<file path="src/bcrp_pkg.sv">
// bcrp_pkg: shared widths, codes and control/status types for the blob
// centroid recentring paste block. No dependencies; compile first.

package bcrp_pkg;

   // Payload and register widths
   localparam int COORD_W    = 10;   // pix_x / pix_y
   localparam int VALUE_W    = 8;    // grey values
   localparam int DIM_W      = 13;   // image_cols / image_rows
   localparam int BLOB_W     = 11;   // blob_cols / blob_rows
   localparam int LOC_W      = 12;   // blob_loc_x / blob_loc_y
   localparam int DEST_W     = 12;   // dest_x / dest_y
   localparam int SHIFT_W    = 14;   // shift_x / shift_y
   localparam int SUM_W      = 30;   // coordinate sums
   localparam int CNT_W      = 21;   // lit pixel count
   localparam int CENT_W     = 18;   // centroid, 10.8 unsigned
   localparam int FRAC_W     = 8;    // fraction bits of the centroid
   localparam int CALC_W     = 22;   // signed 8-fraction-bit placement words
   localparam int CSR_IDX_W  = 3;
   localparam int CSR_DATA_W = 13;

   // Largest image dimension a size register is clamped to
   localparam logic [DIM_W-1:0] MAX_IMAGE_DIM = 13'd4096;

   // Paint colour for white
   localparam logic [VALUE_W-1:0] WHITE_VALUE = 8'd255;

   // Divider: quotient is below 2^CENT_W since every column is below 2^COORD_W
   localparam int DIV_STEPS = CENT_W;
   localparam int DIV_CNT_W = $clog2(DIV_STEPS);

   // Opcodes
   localparam logic OP_ACCUM = 1'b0;
   localparam logic OP_PLACE = 1'b1;

   // Register indexes
   localparam logic [CSR_IDX_W-1:0] CSR_IMAGE_COLS     = 3'd0;
   localparam logic [CSR_IDX_W-1:0] CSR_IMAGE_ROWS     = 3'd1;
   localparam logic [CSR_IDX_W-1:0] CSR_PAINT_WHITE    = 3'd2;
   localparam logic [CSR_IDX_W-1:0] CSR_CENTRE_BY_MASS = 3'd3;
   localparam logic [CSR_IDX_W-1:0] CSR_BLOB_COLS      = 3'd4;
   localparam logic [CSR_IDX_W-1:0] CSR_BLOB_ROWS      = 3'd5;
   localparam logic [CSR_IDX_W-1:0] CSR_BLOB_LOC_X     = 3'd6;
   localparam logic [CSR_IDX_W-1:0] CSR_BLOB_LOC_Y     = 3'd7;

   // Configuration as seen by the datapath; image sizes already clamped
   typedef struct packed {
      logic [DIM_W-1:0]  dim_cols;
      logic [DIM_W-1:0]  dim_rows;
      logic              paint_white;
      logic              centre_by_mass;
      logic [BLOB_W-1:0] blob_cols;
      logic [BLOB_W-1:0] blob_rows;
      logic [LOC_W-1:0]  blob_loc_x;
      logic [LOC_W-1:0]  blob_loc_y;
   } cfg_type;

   // Controller -> datapath
   typedef struct packed {
      logic accum;      // live opcode-0 transfer: accumulate, post zero result
      logic capture;    // live opcode-1 transfer: latch pixel, load divider
      logic div_step;   // one restoring division step
      logic div_last;   // final step: commit centroid
      logic calc;       // placement stage one
      logic emit;       // placement stage two into output register
   } cmd_type;

   // Datapath -> controller
   typedef struct packed {
      logic slot_free;  // output register empty or draining this cycle
      logic cent_ready; // centroid valid for the current job
   } stat_type;

endpackage

</file>
<file path="src/bcrp_req_if.sv">
// bcrp_req_if: input pixel channel, valid/ready with the pixel payload.
// Depends on bcrp_pkg.

interface bcrp_req_if;
   import bcrp_pkg::*;

   logic               valid;
   logic               ready;
   logic               opcode;
   logic [COORD_W-1:0] pix_x;
   logic [COORD_W-1:0] pix_y;
   logic [VALUE_W-1:0] pix_value;

   modport source (output valid, output opcode, output pix_x, output pix_y,
                   output pix_value, input ready);
   modport sink   (input valid, input opcode, input pix_x, input pix_y,
                   input pix_value, output ready);
endinterface

</file>
<file path="src/bcrp_rsp_if.sv">
// bcrp_rsp_if: result channel, valid/ready with the placement payload.
// Depends on bcrp_pkg.

interface bcrp_rsp_if;
   import bcrp_pkg::*;

   logic                      valid;
   logic                      ready;
   logic                      write_enable;
   logic [DEST_W-1:0]         dest_x;
   logic [DEST_W-1:0]         dest_y;
   logic [VALUE_W-1:0]        write_value;
   logic signed [SHIFT_W-1:0] shift_x;
   logic signed [SHIFT_W-1:0] shift_y;

   modport source (output valid, output write_enable, output dest_x, output dest_y,
                   output write_value, output shift_x, output shift_y, input ready);
   modport sink   (input valid, input write_enable, input dest_x, input dest_y,
                   input write_value, input shift_x, input shift_y, output ready);
endinterface

</file>
<file path="src/bcrp_csr.sv">
// bcrp_csr: configuration register file with write-only port.
// Image sizes are clamped to 1..MAX_IMAGE_DIM on write. Depends on bcrp_pkg.

module bcrp_csr (
   input  logic                             clock,
   input  logic                             reset,
   input  logic                             csr_we,
   input  logic [bcrp_pkg::CSR_IDX_W-1:0]   csr_index,
   input  logic [bcrp_pkg::CSR_DATA_W-1:0]  csr_wdata,
   output bcrp_pkg::cfg_type                cfg
);
   import bcrp_pkg::*;

   cfg_type cfg_ff, cfg_in;

   function automatic logic [DIM_W-1:0] dim_clamp(input logic [DIM_W-1:0] v);
      if (v == '0) begin
         return DIM_W'(1);
      end else if (v > MAX_IMAGE_DIM) begin
         return MAX_IMAGE_DIM;
      end
      return v;
   endfunction

   always_comb begin
      cfg_in = cfg_ff;
      if (csr_we) begin
         unique case (csr_index)
            CSR_IMAGE_COLS:     cfg_in.dim_cols       = dim_clamp(csr_wdata[DIM_W-1:0]);
            CSR_IMAGE_ROWS:     cfg_in.dim_rows       = dim_clamp(csr_wdata[DIM_W-1:0]);
            CSR_PAINT_WHITE:    cfg_in.paint_white    = csr_wdata[0];
            CSR_CENTRE_BY_MASS: cfg_in.centre_by_mass = csr_wdata[0];
            CSR_BLOB_COLS:      cfg_in.blob_cols      = csr_wdata[BLOB_W-1:0];
            CSR_BLOB_ROWS:      cfg_in.blob_rows      = csr_wdata[BLOB_W-1:0];
            CSR_BLOB_LOC_X:     cfg_in.blob_loc_x     = csr_wdata[LOC_W-1:0];
            CSR_BLOB_LOC_Y:     cfg_in.blob_loc_y     = csr_wdata[LOC_W-1:0];
         endcase
      end
   end

   always_ff @(posedge clock) begin
      if (reset) begin
         cfg_ff.dim_cols       <= DIM_W'(640);
         cfg_ff.dim_rows       <= DIM_W'(480);
         cfg_ff.paint_white    <= 1'b1;
         cfg_ff.centre_by_mass <= 1'b1;
         cfg_ff.blob_cols      <= BLOB_W'(64);
         cfg_ff.blob_rows      <= BLOB_W'(64);
         cfg_ff.blob_loc_x     <= '0;
         cfg_ff.blob_loc_y     <= '0;
      end else begin
         cfg_ff <= cfg_in;
      end
   end

   assign cfg = cfg_ff;

endmodule

</file>
<file path="src/bcrp_ctrl.sv">
// bcrp_ctrl: job sequencer. Steps accept -> divide -> place -> emit and
// drives the datapath through cmd_type. Depends on bcrp_pkg.

module bcrp_ctrl (
   input  logic                clock,
   input  logic                reset,
   input  logic                req_valid,
   input  logic                req_opcode,
   output logic                req_ready,
   input  bcrp_pkg::stat_type  stat,
   output bcrp_pkg::cmd_type   cmd
);
   import bcrp_pkg::*;

   localparam logic [1:0] ST_IDLE = 2'd0;
   localparam logic [1:0] ST_DIV  = 2'd1;
   localparam logic [1:0] ST_CALC = 2'd2;
   localparam logic [1:0] ST_EMIT = 2'd3;

   localparam logic [DIV_CNT_W-1:0] DIV_LAST = DIV_CNT_W'(DIV_STEPS - 1);

   logic [1:0]           state_ff, state_in;
   logic [DIV_CNT_W-1:0] step_ff, step_in;

   always_comb begin
      state_in  = state_ff;
      step_in   = step_ff;
      cmd       = '0;
      req_ready = 1'b0;
      unique case (state_ff)
         ST_IDLE: begin
            req_ready = stat.slot_free;
            if (req_valid && stat.slot_free) begin
               if (req_opcode == OP_ACCUM) begin
                  cmd.accum = 1'b1;
               end else begin
                  cmd.capture = 1'b1;
                  step_in     = '0;
                  state_in    = stat.cent_ready ? ST_CALC : ST_DIV;
               end
            end
         end
         ST_DIV: begin
            cmd.div_step = 1'b1;
            if (step_ff == DIV_LAST) begin
               cmd.div_last = 1'b1;
               state_in     = ST_CALC;
            end else begin
               step_in = step_ff + 1'b1;
            end
         end
         ST_CALC: begin
            cmd.calc = 1'b1;
            state_in = ST_EMIT;
         end
         ST_EMIT: begin
            if (stat.slot_free) begin
               cmd.emit = 1'b1;
               state_in = ST_IDLE;
            end
         end
      endcase
   end

   always_ff @(posedge clock) begin
      if (reset) begin
         state_ff <= ST_IDLE;
         step_ff  <= '0;
      end else begin
         state_ff <= state_in;
         step_ff  <= step_in;
      end
   end

endmodule

</file>
<file path="src/bcrp_dp.sv">
// bcrp_dp: datapath. Coordinate accumulators, two bit-serial restoring
// dividers, two-stage placement and the output register. Depends on bcrp_pkg.

module bcrp_dp (
   input  logic                                 clock,
   input  logic                                 reset,
   input  bcrp_pkg::cmd_type                    cmd,
   output bcrp_pkg::stat_type                   stat,
   input  bcrp_pkg::cfg_type                    cfg,
   input  logic [bcrp_pkg::COORD_W-1:0]         in_pix_x,
   input  logic [bcrp_pkg::COORD_W-1:0]         in_pix_y,
   input  logic [bcrp_pkg::VALUE_W-1:0]         in_pix_value,
   input  logic                                 rsp_ready,
   output logic                                 rsp_valid,
   output logic                                 rsp_write_enable,
   output logic [bcrp_pkg::DEST_W-1:0]          rsp_dest_x,
   output logic [bcrp_pkg::DEST_W-1:0]          rsp_dest_y,
   output logic [bcrp_pkg::VALUE_W-1:0]         rsp_write_value,
   output logic signed [bcrp_pkg::SHIFT_W-1:0]  rsp_shift_x,
   output logic signed [bcrp_pkg::SHIFT_W-1:0]  rsp_shift_y
);
   import bcrp_pkg::*;

   localparam int REM_W  = CNT_W;                 // remainder stays below count
   localparam int DLO_W  = DIV_STEPS;             // dividend bits shifted in
   localparam int DHI_W  = SUM_W + FRAC_W - DLO_W; // dividend bits preloaded
   localparam int HALF_W = DIM_W - 1;

   // job state
   logic [SUM_W-1:0]  sum_cols_ff, sum_cols_in;
   logic [SUM_W-1:0]  sum_rows_ff, sum_rows_in;
   logic [CNT_W-1:0]  count_ff, count_in;
   logic [CENT_W-1:0] cent_col_ff, cent_col_in;
   logic [CENT_W-1:0] cent_row_ff, cent_row_in;
   logic              cent_ready_ff, cent_ready_in;

   // divider
   logic [REM_W-1:0]  rem_col_ff, rem_col_in;
   logic [REM_W-1:0]  rem_row_ff, rem_row_in;
   logic [DLO_W-1:0]  dlo_col_ff, dlo_col_in;
   logic [DLO_W-1:0]  dlo_row_ff, dlo_row_in;

   // captured pass-two pixel
   logic [COORD_W-1:0] cap_x_ff, cap_x_in;
   logic [COORD_W-1:0] cap_y_ff, cap_y_in;
   logic [VALUE_W-1:0] cap_value_ff, cap_value_in;

   // placement stage one (signed, 8 fraction bits)
   logic [CALC_W-1:0] pos_vx_ff, pos_vx_in;
   logic [CALC_W-1:0] pos_vy_ff, pos_vy_in;
   logic [CALC_W-1:0] shf_vx_ff, shf_vx_in;
   logic [CALC_W-1:0] shf_vy_ff, shf_vy_in;

   // output register
   logic                      out_vld_ff, out_vld_in;
   logic                      out_we_ff, out_we_in;
   logic [DEST_W-1:0]         out_dx_ff, out_dx_in;
   logic [DEST_W-1:0]         out_dy_ff, out_dy_in;
   logic [VALUE_W-1:0]        out_wv_ff, out_wv_in;
   logic signed [SHIFT_W-1:0] out_sx_ff, out_sx_in;
   logic signed [SHIFT_W-1:0] out_sy_ff, out_sy_in;

   logic               job_clear, lit;
   logic [SUM_W-1:0]   base_cols, base_rows;
   logic [CNT_W-1:0]   base_count;
   logic [REM_W:0]     step_col, step_row;
   logic [HALF_W-1:0]  half_c, half_r;
   logic [CENT_W-1:0]  sub_x, sub_y;
   logic [DIM_W-1:0]   ax, ay;
   logic [SHIFT_W-1:0] dx, dy;
   logic [VALUE_W-1:0] colour;
   logic               we;

   // one restoring step: {quotient bit, new remainder}
   function automatic logic [REM_W:0] div_step(input logic [REM_W-1:0] rem,
                                               input logic             nbit,
                                               input logic [CNT_W-1:0] dvs);
      logic [REM_W:0] trial;
      logic           ge;
      trial = {rem, nbit};
      ge    = trial >= {1'b0, dvs};
      if (ge) begin
         trial = trial - {1'b0, dvs};
      end
      return {ge, trial[REM_W-1:0]};
   endfunction

   // floor to integer, clamp into 0 .. dim-1
   function automatic logic [DEST_W-1:0] clamp_pos(input logic [CALC_W-1:0] v,
                                                   input logic [DIM_W-1:0]  dim);
      logic [SHIFT_W-1:0] p;
      logic [DIM_W-1:0]   top;
      p   = v[CALC_W-1:FRAC_W];
      top = dim - 1'b1;
      if (p[SHIFT_W-1]) begin
         return '0;
      end else if (p >= {1'b0, dim}) begin
         return top[DEST_W-1:0];
      end
      return p[DEST_W-1:0];
   endfunction

   // drop the fraction, rounding toward zero
   function automatic logic [SHIFT_W-1:0] trunc_frac(input logic [CALC_W-1:0] v);
      logic [CALC_W-1:0] adj;
      adj = v;
      if (v[CALC_W-1]) begin
         adj = v + CALC_W'(255);
      end
      return adj[CALC_W-1:FRAC_W];
   endfunction

   always_comb begin
      // accumulation; an opcode-0 transfer after a finished centroid opens a new job
      job_clear  = cent_ready_ff;
      base_cols  = job_clear ? '0 : sum_cols_ff;
      base_rows  = job_clear ? '0 : sum_rows_ff;
      base_count = job_clear ? '0 : count_ff;
      lit        = (in_pix_value != '0) && !base_count[CNT_W-1];

      step_col = div_step(rem_col_ff, dlo_col_ff[DLO_W-1], count_ff);
      step_row = div_step(rem_row_ff, dlo_row_ff[DLO_W-1], count_ff);

      // placement stage one operands
      half_c = cfg.dim_cols[DIM_W-1:1];
      half_r = cfg.dim_rows[DIM_W-1:1];
      sub_x  = cfg.centre_by_mass ? cent_col_ff : {cfg.blob_cols[BLOB_W-1:1], 8'b0};
      sub_y  = cfg.centre_by_mass ? cent_row_ff : {cfg.blob_rows[BLOB_W-1:1], 8'b0};
      ax     = DIM_W'(cap_x_ff) + DIM_W'(half_c);
      ay     = DIM_W'(cap_y_ff) + DIM_W'(half_r);
      dx     = SHIFT_W'(half_c) - SHIFT_W'(cfg.blob_loc_x);
      dy     = SHIFT_W'(half_r) - SHIFT_W'(cfg.blob_loc_y);

      colour = cfg.paint_white ? WHITE_VALUE : '0;
      we     = cap_value_ff == colour;

      sum_cols_in   = sum_cols_ff;
      sum_rows_in   = sum_rows_ff;
      count_in      = count_ff;
      cent_col_in   = cent_col_ff;
      cent_row_in   = cent_row_ff;
      cent_ready_in = cent_ready_ff;
      rem_col_in    = rem_col_ff;
      rem_row_in    = rem_row_ff;
      dlo_col_in    = dlo_col_ff;
      dlo_row_in    = dlo_row_ff;
      cap_x_in      = cap_x_ff;
      cap_y_in      = cap_y_ff;
      cap_value_in  = cap_value_ff;
      pos_vx_in     = pos_vx_ff;
      pos_vy_in     = pos_vy_ff;
      shf_vx_in     = shf_vx_ff;
      shf_vy_in     = shf_vy_ff;
      out_vld_in    = out_vld_ff && !rsp_ready;
      out_we_in     = out_we_ff;
      out_dx_in     = out_dx_ff;
      out_dy_in     = out_dy_ff;
      out_wv_in     = out_wv_ff;
      out_sx_in     = out_sx_ff;
      out_sy_in     = out_sy_ff;

      if (cmd.accum) begin
         sum_cols_in   = base_cols + (lit ? SUM_W'(in_pix_x) : '0);
         sum_rows_in   = base_rows + (lit ? SUM_W'(in_pix_y) : '0);
         count_in      = base_count + CNT_W'(lit);
         cent_col_in   = '0;
         cent_row_in   = '0;
         cent_ready_in = 1'b0;
         out_vld_in    = 1'b1;
         out_we_in     = 1'b0;
         out_dx_in     = '0;
         out_dy_in     = '0;
         out_wv_in     = '0;
         out_sx_in     = '0;
         out_sy_in     = '0;
      end

      if (cmd.capture) begin
         cap_x_in     = in_pix_x;
         cap_y_in     = in_pix_y;
         cap_value_in = in_pix_value;
         // quotient fits CENT_W bits, so the top dividend bits are below the count
         rem_col_in   = REM_W'(sum_cols_ff[SUM_W-1:SUM_W-DHI_W]);
         rem_row_in   = REM_W'(sum_rows_ff[SUM_W-1:SUM_W-DHI_W]);
         dlo_col_in   = {sum_cols_ff[SUM_W-DHI_W-1:0], FRAC_W'(0)};
         dlo_row_in   = {sum_rows_ff[SUM_W-DHI_W-1:0], FRAC_W'(0)};
      end

      if (cmd.div_step) begin
         rem_col_in  = step_col[REM_W-1:0];
         rem_row_in  = step_row[REM_W-1:0];
         dlo_col_in  = dlo_col_ff << 1;
         dlo_row_in  = dlo_row_ff << 1;
         cent_col_in = {cent_col_ff[CENT_W-2:0], step_col[REM_W]};
         cent_row_in = {cent_row_ff[CENT_W-2:0], step_row[REM_W]};
         if (cmd.div_last) begin
            cent_ready_in = 1'b1;
            if (count_ff == '0) begin
               cent_col_in = '0;
               cent_row_in = '0;
            end
         end
      end

      if (cmd.calc) begin
         pos_vx_in = {1'b0, ax, FRAC_W'(0)} - CALC_W'(sub_x);
         pos_vy_in = {1'b0, ay, FRAC_W'(0)} - CALC_W'(sub_y);
         shf_vx_in = {dx, FRAC_W'(0)} - CALC_W'(sub_x);
         shf_vy_in = {dy, FRAC_W'(0)} - CALC_W'(sub_y);
      end

      if (cmd.emit) begin
         out_vld_in = 1'b1;
         out_we_in  = we;
         out_dx_in  = clamp_pos(pos_vx_ff, cfg.dim_cols);
         out_dy_in  = clamp_pos(pos_vy_ff, cfg.dim_rows);
         out_wv_in  = we ? colour : '0;
         out_sx_in  = trunc_frac(shf_vx_ff);
         out_sy_in  = trunc_frac(shf_vy_ff);
      end
   end

   always_ff @(posedge clock) begin
      if (reset) begin
         sum_cols_ff   <= '0;
         sum_rows_ff   <= '0;
         count_ff      <= '0;
         cent_col_ff   <= '0;
         cent_row_ff   <= '0;
         cent_ready_ff <= 1'b0;
         out_vld_ff    <= 1'b0;
      end else begin
         sum_cols_ff   <= sum_cols_in;
         sum_rows_ff   <= sum_rows_in;
         count_ff      <= count_in;
         cent_col_ff   <= cent_col_in;
         cent_row_ff   <= cent_row_in;
         cent_ready_ff <= cent_ready_in;
         out_vld_ff    <= out_vld_in;
      end
   end

   always_ff @(posedge clock) begin
      rem_col_ff   <= rem_col_in;
      rem_row_ff   <= rem_row_in;
      dlo_col_ff   <= dlo_col_in;
      dlo_row_ff   <= dlo_row_in;
      cap_x_ff     <= cap_x_in;
      cap_y_ff     <= cap_y_in;
      cap_value_ff <= cap_value_in;
      pos_vx_ff    <= pos_vx_in;
      pos_vy_ff    <= pos_vy_in;
      shf_vx_ff    <= shf_vx_in;
      shf_vy_ff    <= shf_vy_in;
      out_we_ff    <= out_we_in;
      out_dx_ff    <= out_dx_in;
      out_dy_ff    <= out_dy_in;
      out_wv_ff    <= out_wv_in;
      out_sx_ff    <= out_sx_in;
      out_sy_ff    <= out_sy_in;
   end

   assign stat.slot_free  = !out_vld_ff || rsp_ready;
   assign stat.cent_ready = cent_ready_ff;

   assign rsp_valid        = out_vld_ff;
   assign rsp_write_enable = out_we_ff;
   assign rsp_dest_x       = out_dx_ff;
   assign rsp_dest_y       = out_dy_ff;
   assign rsp_write_value  = out_wv_ff;
   assign rsp_shift_x      = out_sx_ff;
   assign rsp_shift_y      = out_sy_ff;

endmodule

</file>
<file path="src/blob_centroid_recentre_paste.sv">
// Pass-one pixel: result in the output register the cycle after the transfer;
//   one transfer per cycle while the result side keeps up.
// Pass-two pixel: transfer, placement add, clamp/emit, one pixel at a time.
//   The first one of a job first runs the two bit-serial centroid dividers
//   (one quotient bit per cycle).
// Reset (synchronous, active high): clears sums, count, centroid and the
//   output register; config returns to its defaults. No memory to sweep.

module blob_centroid_recentre_paste (
   input  logic                               clock,
   input  logic                               reset,
   bcrp_req_if.sink                           req_bus,
   bcrp_rsp_if.source                         rsp_bus,
   input  logic                               csr_we,
   input  logic [bcrp_pkg::CSR_IDX_W-1:0]     csr_index,
   input  logic [bcrp_pkg::CSR_DATA_W-1:0]    csr_wdata
);
   import bcrp_pkg::*;

   cfg_type  cfg;    // live config, image sizes pre-clamped
   cmd_type  cmd;    // sequencer strobes
   stat_type stat;   // output slot and centroid status

   // Register file: written any time the block is idle, no read-back.
   bcrp_csr u_csr (
      .clock     (clock),
      .reset     (reset),
      .csr_we    (csr_we),
      .csr_index (csr_index),
      .csr_wdata (csr_wdata),
      .cfg       (cfg)
   );

   // Sequencer: req ready only in idle and when the output slot can take
   // a result this cycle (a pass-one transfer posts its zero result at once).
   bcrp_ctrl u_ctrl (
      .clock      (clock),
      .reset      (reset),
      .req_valid  (req_bus.valid),
      .req_opcode (req_bus.opcode),
      .req_ready  (req_bus.ready),
      .stat       (stat),
      .cmd        (cmd)
   );

   // Datapath: sums and count per job, centroid divide once per job,
   // placement in two register stages, then the registered result.
   bcrp_dp u_dp (
      .clock            (clock),
      .reset            (reset),
      .cmd              (cmd),
      .stat             (stat),
      .cfg              (cfg),
      .in_pix_x         (req_bus.pix_x),
      .in_pix_y         (req_bus.pix_y),
      .in_pix_value     (req_bus.pix_value),
      .rsp_ready        (rsp_bus.ready),
      .rsp_valid        (rsp_bus.valid),
      .rsp_write_enable (rsp_bus.write_enable),
      .rsp_dest_x       (rsp_bus.dest_x),
      .rsp_dest_y       (rsp_bus.dest_y),
      .rsp_write_value  (rsp_bus.write_value),
      .rsp_shift_x      (rsp_bus.shift_x),
      .rsp_shift_y      (rsp_bus.shift_y)
   );

endmodule

</file>
<file path="src/flat_wrapper.sv">
// flat-port wrapper written by rule: the top's interface ports become plain ports
module blob_centroid_recentre_paste_flat import bcrp_pkg::*;
  (clock, reset, csr_we, csr_index, csr_wdata, req_bus_valid, req_bus_opcode, req_bus_pix_x, req_bus_pix_y, req_bus_pix_value, req_bus_ready, rsp_bus_valid, rsp_bus_write_enable, rsp_bus_dest_x, rsp_bus_dest_y, rsp_bus_write_value, rsp_bus_shift_x, rsp_bus_shift_y, rsp_bus_ready);
  bcrp_req_if req_bus_i ();
  bcrp_rsp_if rsp_bus_i ();
  input  logic clock;
  input  logic reset;
  input  logic csr_we;
  input  logic [bcrp_pkg::CSR_IDX_W-1:0] csr_index;
  input  logic [bcrp_pkg::CSR_DATA_W-1:0] csr_wdata;
  input wire logic [$bits(req_bus_i.valid)-1:0] req_bus_valid;
  input wire logic [$bits(req_bus_i.opcode)-1:0] req_bus_opcode;
  input wire logic [$bits(req_bus_i.pix_x)-1:0] req_bus_pix_x;
  input wire logic [$bits(req_bus_i.pix_y)-1:0] req_bus_pix_y;
  input wire logic [$bits(req_bus_i.pix_value)-1:0] req_bus_pix_value;
  output wire logic [$bits(req_bus_i.ready)-1:0] req_bus_ready;
  output wire logic [$bits(rsp_bus_i.valid)-1:0] rsp_bus_valid;
  output wire logic [$bits(rsp_bus_i.write_enable)-1:0] rsp_bus_write_enable;
  output wire logic [$bits(rsp_bus_i.dest_x)-1:0] rsp_bus_dest_x;
  output wire logic [$bits(rsp_bus_i.dest_y)-1:0] rsp_bus_dest_y;
  output wire logic [$bits(rsp_bus_i.write_value)-1:0] rsp_bus_write_value;
  output wire logic [$bits(rsp_bus_i.shift_x)-1:0] rsp_bus_shift_x;
  output wire logic [$bits(rsp_bus_i.shift_y)-1:0] rsp_bus_shift_y;
  input wire logic [$bits(rsp_bus_i.ready)-1:0] rsp_bus_ready;
  assign req_bus_i.valid = req_bus_valid;
  assign req_bus_i.opcode = req_bus_opcode;
  assign req_bus_i.pix_x = req_bus_pix_x;
  assign req_bus_i.pix_y = req_bus_pix_y;
  assign req_bus_i.pix_value = req_bus_pix_value;
  assign req_bus_ready = req_bus_i.ready;
  assign rsp_bus_valid = rsp_bus_i.valid;
  assign rsp_bus_write_enable = rsp_bus_i.write_enable;
  assign rsp_bus_dest_x = rsp_bus_i.dest_x;
  assign rsp_bus_dest_y = rsp_bus_i.dest_y;
  assign rsp_bus_write_value = rsp_bus_i.write_value;
  assign rsp_bus_shift_x = rsp_bus_i.shift_x;
  assign rsp_bus_shift_y = rsp_bus_i.shift_y;
  assign rsp_bus_i.ready = rsp_bus_ready;
  blob_centroid_recentre_paste u_core (.clock(clock), .reset(reset), .req_bus(req_bus_i), .rsp_bus(rsp_bus_i), .csr_we(csr_we), .csr_index(csr_index), .csr_wdata(csr_wdata));
endmodule
</file>
<file path="config.mk">
export PLATFORM = sky130hd
export DESIGN_NAME = blob_centroid_recentre_paste_flat
export DESIGN_NICKNAME = d
export VERILOG_FILES = /design/src/bcrp_pkg.sv /design/src/bcrp_req_if.sv /design/src/bcrp_rsp_if.sv /design/src/bcrp_csr.sv /design/src/bcrp_ctrl.sv /design/src/bcrp_dp.sv /design/src/blob_centroid_recentre_paste.sv /design/src/flat_wrapper.sv
export SDC_FILE = /design/constraint.sdc
export NUM_CORES = 1
export LEC_CHECK = 0
export CAP_MARGIN = 20
export CORE_MARGIN = 2
export CORE_UTILIZATION = 34
export DETAILED_ROUTE_END_ITERATION = 8
export DONT_BUFFER_PORTS = 1
export SYNTH_ARGS = -nofsm -noshare
export SYNTH_HDL_FRONTEND = slang
export SYNTH_SLANG_ARGS = --single-unit
export TNS_END_PERCENT = 30
</file>
<file path="constraint.sdc">
create_clock -name clock -period 4.8 [get_ports clock]
set_input_delay 0.24 -clock clock [delete_from_list [all_inputs] [get_ports clock]]
set_output_delay 0.24 -clock clock [all_outputs]
set_load 0.005 [all_outputs]
</file>
==> flow_summary.ini <==
[global_routing]
antenna_found_initial = 3
first_global_vias = 19640
grt_max_degree = 176
grt_first_pass_wirelength_um = 111100
grt_usage_pct = 17.89
grt.overflow.total = 0

[power_and_ir_drop]
power_density_nw_per_um2 = 455.2
p_leak_nw = 10.63
total_power_w = 0.01316
irDropWorstVdd_mv = 0.3016

[cts]
cts_max_level = 2
clockBufferDepth = 3
clkTransAtPathRegs_ns = 0.06
cts_buffers = 47
root_buffer = clkbuf_16
cts_tree = done
cts.sinks = 414
clk-insertion-delay-late_ns = 0.61

[worst_setup_path]
worstPathCellList = inv_1 -> ha_1 -> fa_1 -> nor2b_1 -> o21ai_0 -> a21boi_0 -> nor2_1 -> ha_1 -> a2111o_1 -> nor3_1 -> a221oi_1 -> and2_1 -> o31a_1 -> nor3b_1 -> xor2_1
cp.required_ns = 5.12
cpMostUsedCell = ha_1
path_class = reg2reg
startpoint_type = register
arrival_ns = 4.26
cp-end-kind = register
slowest_delay_ns = 0.45
cp_slowest_cell = a2111o_1
critical_path.max_fanout = 4

[drt]
wl_per_cell_um = 18.11
vias = 20930
ant_nets = 0
initialDrtViolationCount = 1603
drt_drc_violations_left = 0
routed_via_density = 5.365
drt_first_pass_iters = 5
routed_wirelength_um = 70680

[die]
start_util_pct = 34.47
die-width_um = 279.4
core_area_sq_um = 74820
io_pins = 113
die_area_sq_um = 78070
num_rows = 100
die_h_um = 279.4

[sta]
rsz0062_at_grt = false
worst_pin_slew_ns = 0.9961
slew_violations = 0
layout_setup_ws_ns = 0.8646
hold_viol_final = 0
skew_ns = 0.04122
final-setup-viol-count = 0
fin_hold_ws_ns = 0.03019
fin_setup_tns_ns = 0
fmax_ghz = 0.2541
period_share_pct = 81.99
post-route-min-period_ns = 3.935
maxSlewHeadroom_pct = 33.59

[cells_and_area]
drive_above_1_share_pct = 5.326
multi_input_area_sq_um = 14370
syn_to_final_growth_pct = 12.12
regArea_sq_um = 10450
nFillCells = 7528
nets = 3133

[logic_synthesis]
ys.flop_type = edfxtp_1
ys_seq_area_share_pct = 40.52
syn_inst = 2876
synth_area_leaders = edfxtp_1 (25%), dfxtp_1 (15%), ha_1 (8.9%)
ys_types = 88
yosysTopAreaCell = edfxtp_1
synth_edf_count = 216
avgSynthCellArea_sq_um = 8.967
syn-num-nets = 3118
synth.top_cell.area_share_pct = 25.15
synth_common_cells = nand2_1 (356), nor2_1 (273), a21oi_1 (250), edfxtp_1 (216), dfxtp_1 (198)
ys_warn_count = 0
yosysMostFrequentCell = nand2_1
async_flop_share_pct = 0
synthesis.area_sq_um = 25790
synth-seq-cells = 414

[job]
maxCapViolations = 0

[placement]
gp_congestion = 0.9220
pre_cts_slack_ns = 0.9317
hpwl_um = 50880
io_buffers = 0

[outcome]
status = completed

[worst_hold_path]
min_path_type = in2reg
[through the flow]
step	std cells	cell area (sq um)	utilization, %
2_1_floorplan	2876	25790	-
3_3_place_gp	3748	26760	35.77
3_5_place_dp	3749	26790	35.80
4_1_cts	3898	28910	38.63
5_1_grt	3902	28920	38.65
6_report	3902	28920	38.65
[area by class of cell]
class                      instances  share of cell area (%)
multi-input combinational       2204                   49.70
antenna                            4                 0.03462
tap                              969                   4.193
inverter                         132                   1.714
clock buffer                      68                   4.461
timing repair buffer              92                   3.098
sequential                       414                   36.15
clock inverter                    19                  0.6491
[power breakdown]
part / switching [W] / internal, W / total, W
logic: 0.00288 / 0.00183 / 0.00471
registers: 0.000359 / 0.00455 / 0.00491
clock network: 0.00151 / 0.00203 / 0.00354
[cell usage in the layout (no fill, tap or decap), types with 23 or more instances in the layout]
master / Yosys / routed
inv_1: 130 / 130
o21ai_0: 122 / 122
clkbuf_16: 0 / 47
nand2b_1: 36 / 36
nand3_1: 68 / 68
ha_1: 184 / 182
nor2b_1: 58 / 58
nand4_1: 34 / 34
o21a_1: 27 / 27
xor2_1: 56 / 56
dfxtp_1: 198 / 196
nor4_1: 27 / 27
nor2_1: 273 / 272
or4_1: 29 / 29
buf_4: 8 / 28
xnor2_1: 140 / 140
dlygate4sd3_1: 0 / 61
and2_1: 36 / 36
or3_1: 23 / 23
nor3_1: 51 / 51
a21o_1: 46 / 46
edfxtp_1: 216 / 216
mux2i_1: 42 / 42
a31oi_1: 37 / 37
a21oi_1: 250 / 250
a211oi_1: 23 / 23
nand2_1: 356 / 353
a22oi_1: 42 / 42
[cells by family (layout without fill, tap and decap cells)]
| kind of cell | after synthesis | count (layout) | share of synthesized area, % |
|---|---|---|---|
| AO/OA/AOI/OAI | 696 | 696 | 17.35 |
| XOR/XNOR | 196 | 196 | 6.657 |
| adder cells (fa/ha/maj) | 192 | 192 | 9.548 |
| buffers and inverters | 258 | 311 | 3.940 |
| flip-flops | 414 | 414 | 40.52 |
| multiplexers | 62 | 62 | 2.504 |
| other | 0 | 4 | 0 |
| AND/OR/NAND/NOR | 1058 | 1058 | 19.48 |
[flip-flops by register name, summed over array words and instances (netlist names), 2 cells and up]
| register | cells |
|---|---|
| u_core.u_dp.rsp_dest_x | 12 |
| u_core.u_dp.dlo_col_ff | 10 |
| u_core.u_dp.pos_vy_ff | 22 |
| u_core.u_dp.rsp_shift_x | 14 |
| u_core.u_dp.cap_value_ff | 8 |
| u_core.u_dp.cent_row_ff | 18 |
| u_core.u_dp.rem_row_ff | 21 |
| u_core.u_dp.rem_col_ff | 21 |
| u_core.u_dp.cent_col_ff | 18 |
| u_core.u_dp.shf_vy_ff | 14 |
| u_core.u_dp.dlo_row_ff | 10 |
| u_core.u_dp.cap_y_ff | 10 |
| u_core.u_dp.rsp_dest_y | 12 |
| u_core.u_dp.sum_cols_ff | 30 |
| u_core.u_dp.count_ff | 21 |
| u_core.u_dp.shf_vx_ff | 14 |
| u_core.u_dp.sum_rows_ff | 30 |
| u_core.u_dp.pos_vx_ff | 22 |
| u_core.u_ctrl.state_ff | 2 |
| u_core.u_dp.cap_x_ff | 10 |
| u_core.u_dp.rsp_shift_y | 14 |
| u_core.u_ctrl.step_ff | 5 |
| u_core.u_csr.cfg | 72 |
[metal layers]
layer	global-route usage [%]	part of all wire, %	vias to the layer above
met3	3.344	6.1	93
met1	24.00	45	9875
met4	4.964	2.6	0
met2	29.42	46	561
li1	-	-	10400
met5	0	0	-
[final timing paths]
kind                                     startpoint                             endpoint  slack, ns  cells after the start
setup / recovery  u_core.u_csr.cfg[62]$_SDFFE_PP0P_  u_core.u_dp.shf_vx_ff[19]$_DFFE_PP_       0.86                     15
hold / removal                         csr_wdata[1]    u_core.u_csr.cfg[48]$_SDFFE_PP0P_       0.03                      5
setup reg to reg  u_core.u_csr.cfg[62]$_SDFFE_PP0P_  u_core.u_dp.shf_vx_ff[19]$_DFFE_PP_       0.86                     15
hold reg to reg   u_core.u_csr.cfg[15]$_SDFFE_PP0P_    u_core.u_csr.cfg[15]$_SDFFE_PP0P_       0.45                      2
[worst max-delay path: cells and delay by family (launching register included)]
family                     cells  cell delay, ns
AOI/OAI and AO/OA              5            1.30
adders and majority gates      3            0.97
and+or+nand+nor                5            0.82
DFF                            1            0.38
buffers and inverters          1            0.11
xor gates and xnor gates       1            0.09
[what timing repair did]
| action | CTS | global route |
|---|---|---|
| hold buffers | 62 | 0 |
| buffers inserted | 0 | 0 |
| resized for setup | 0 | 0 |
| hold endpoints to repair | 222 | 0 |
Power figures use the tool's default switching activity.
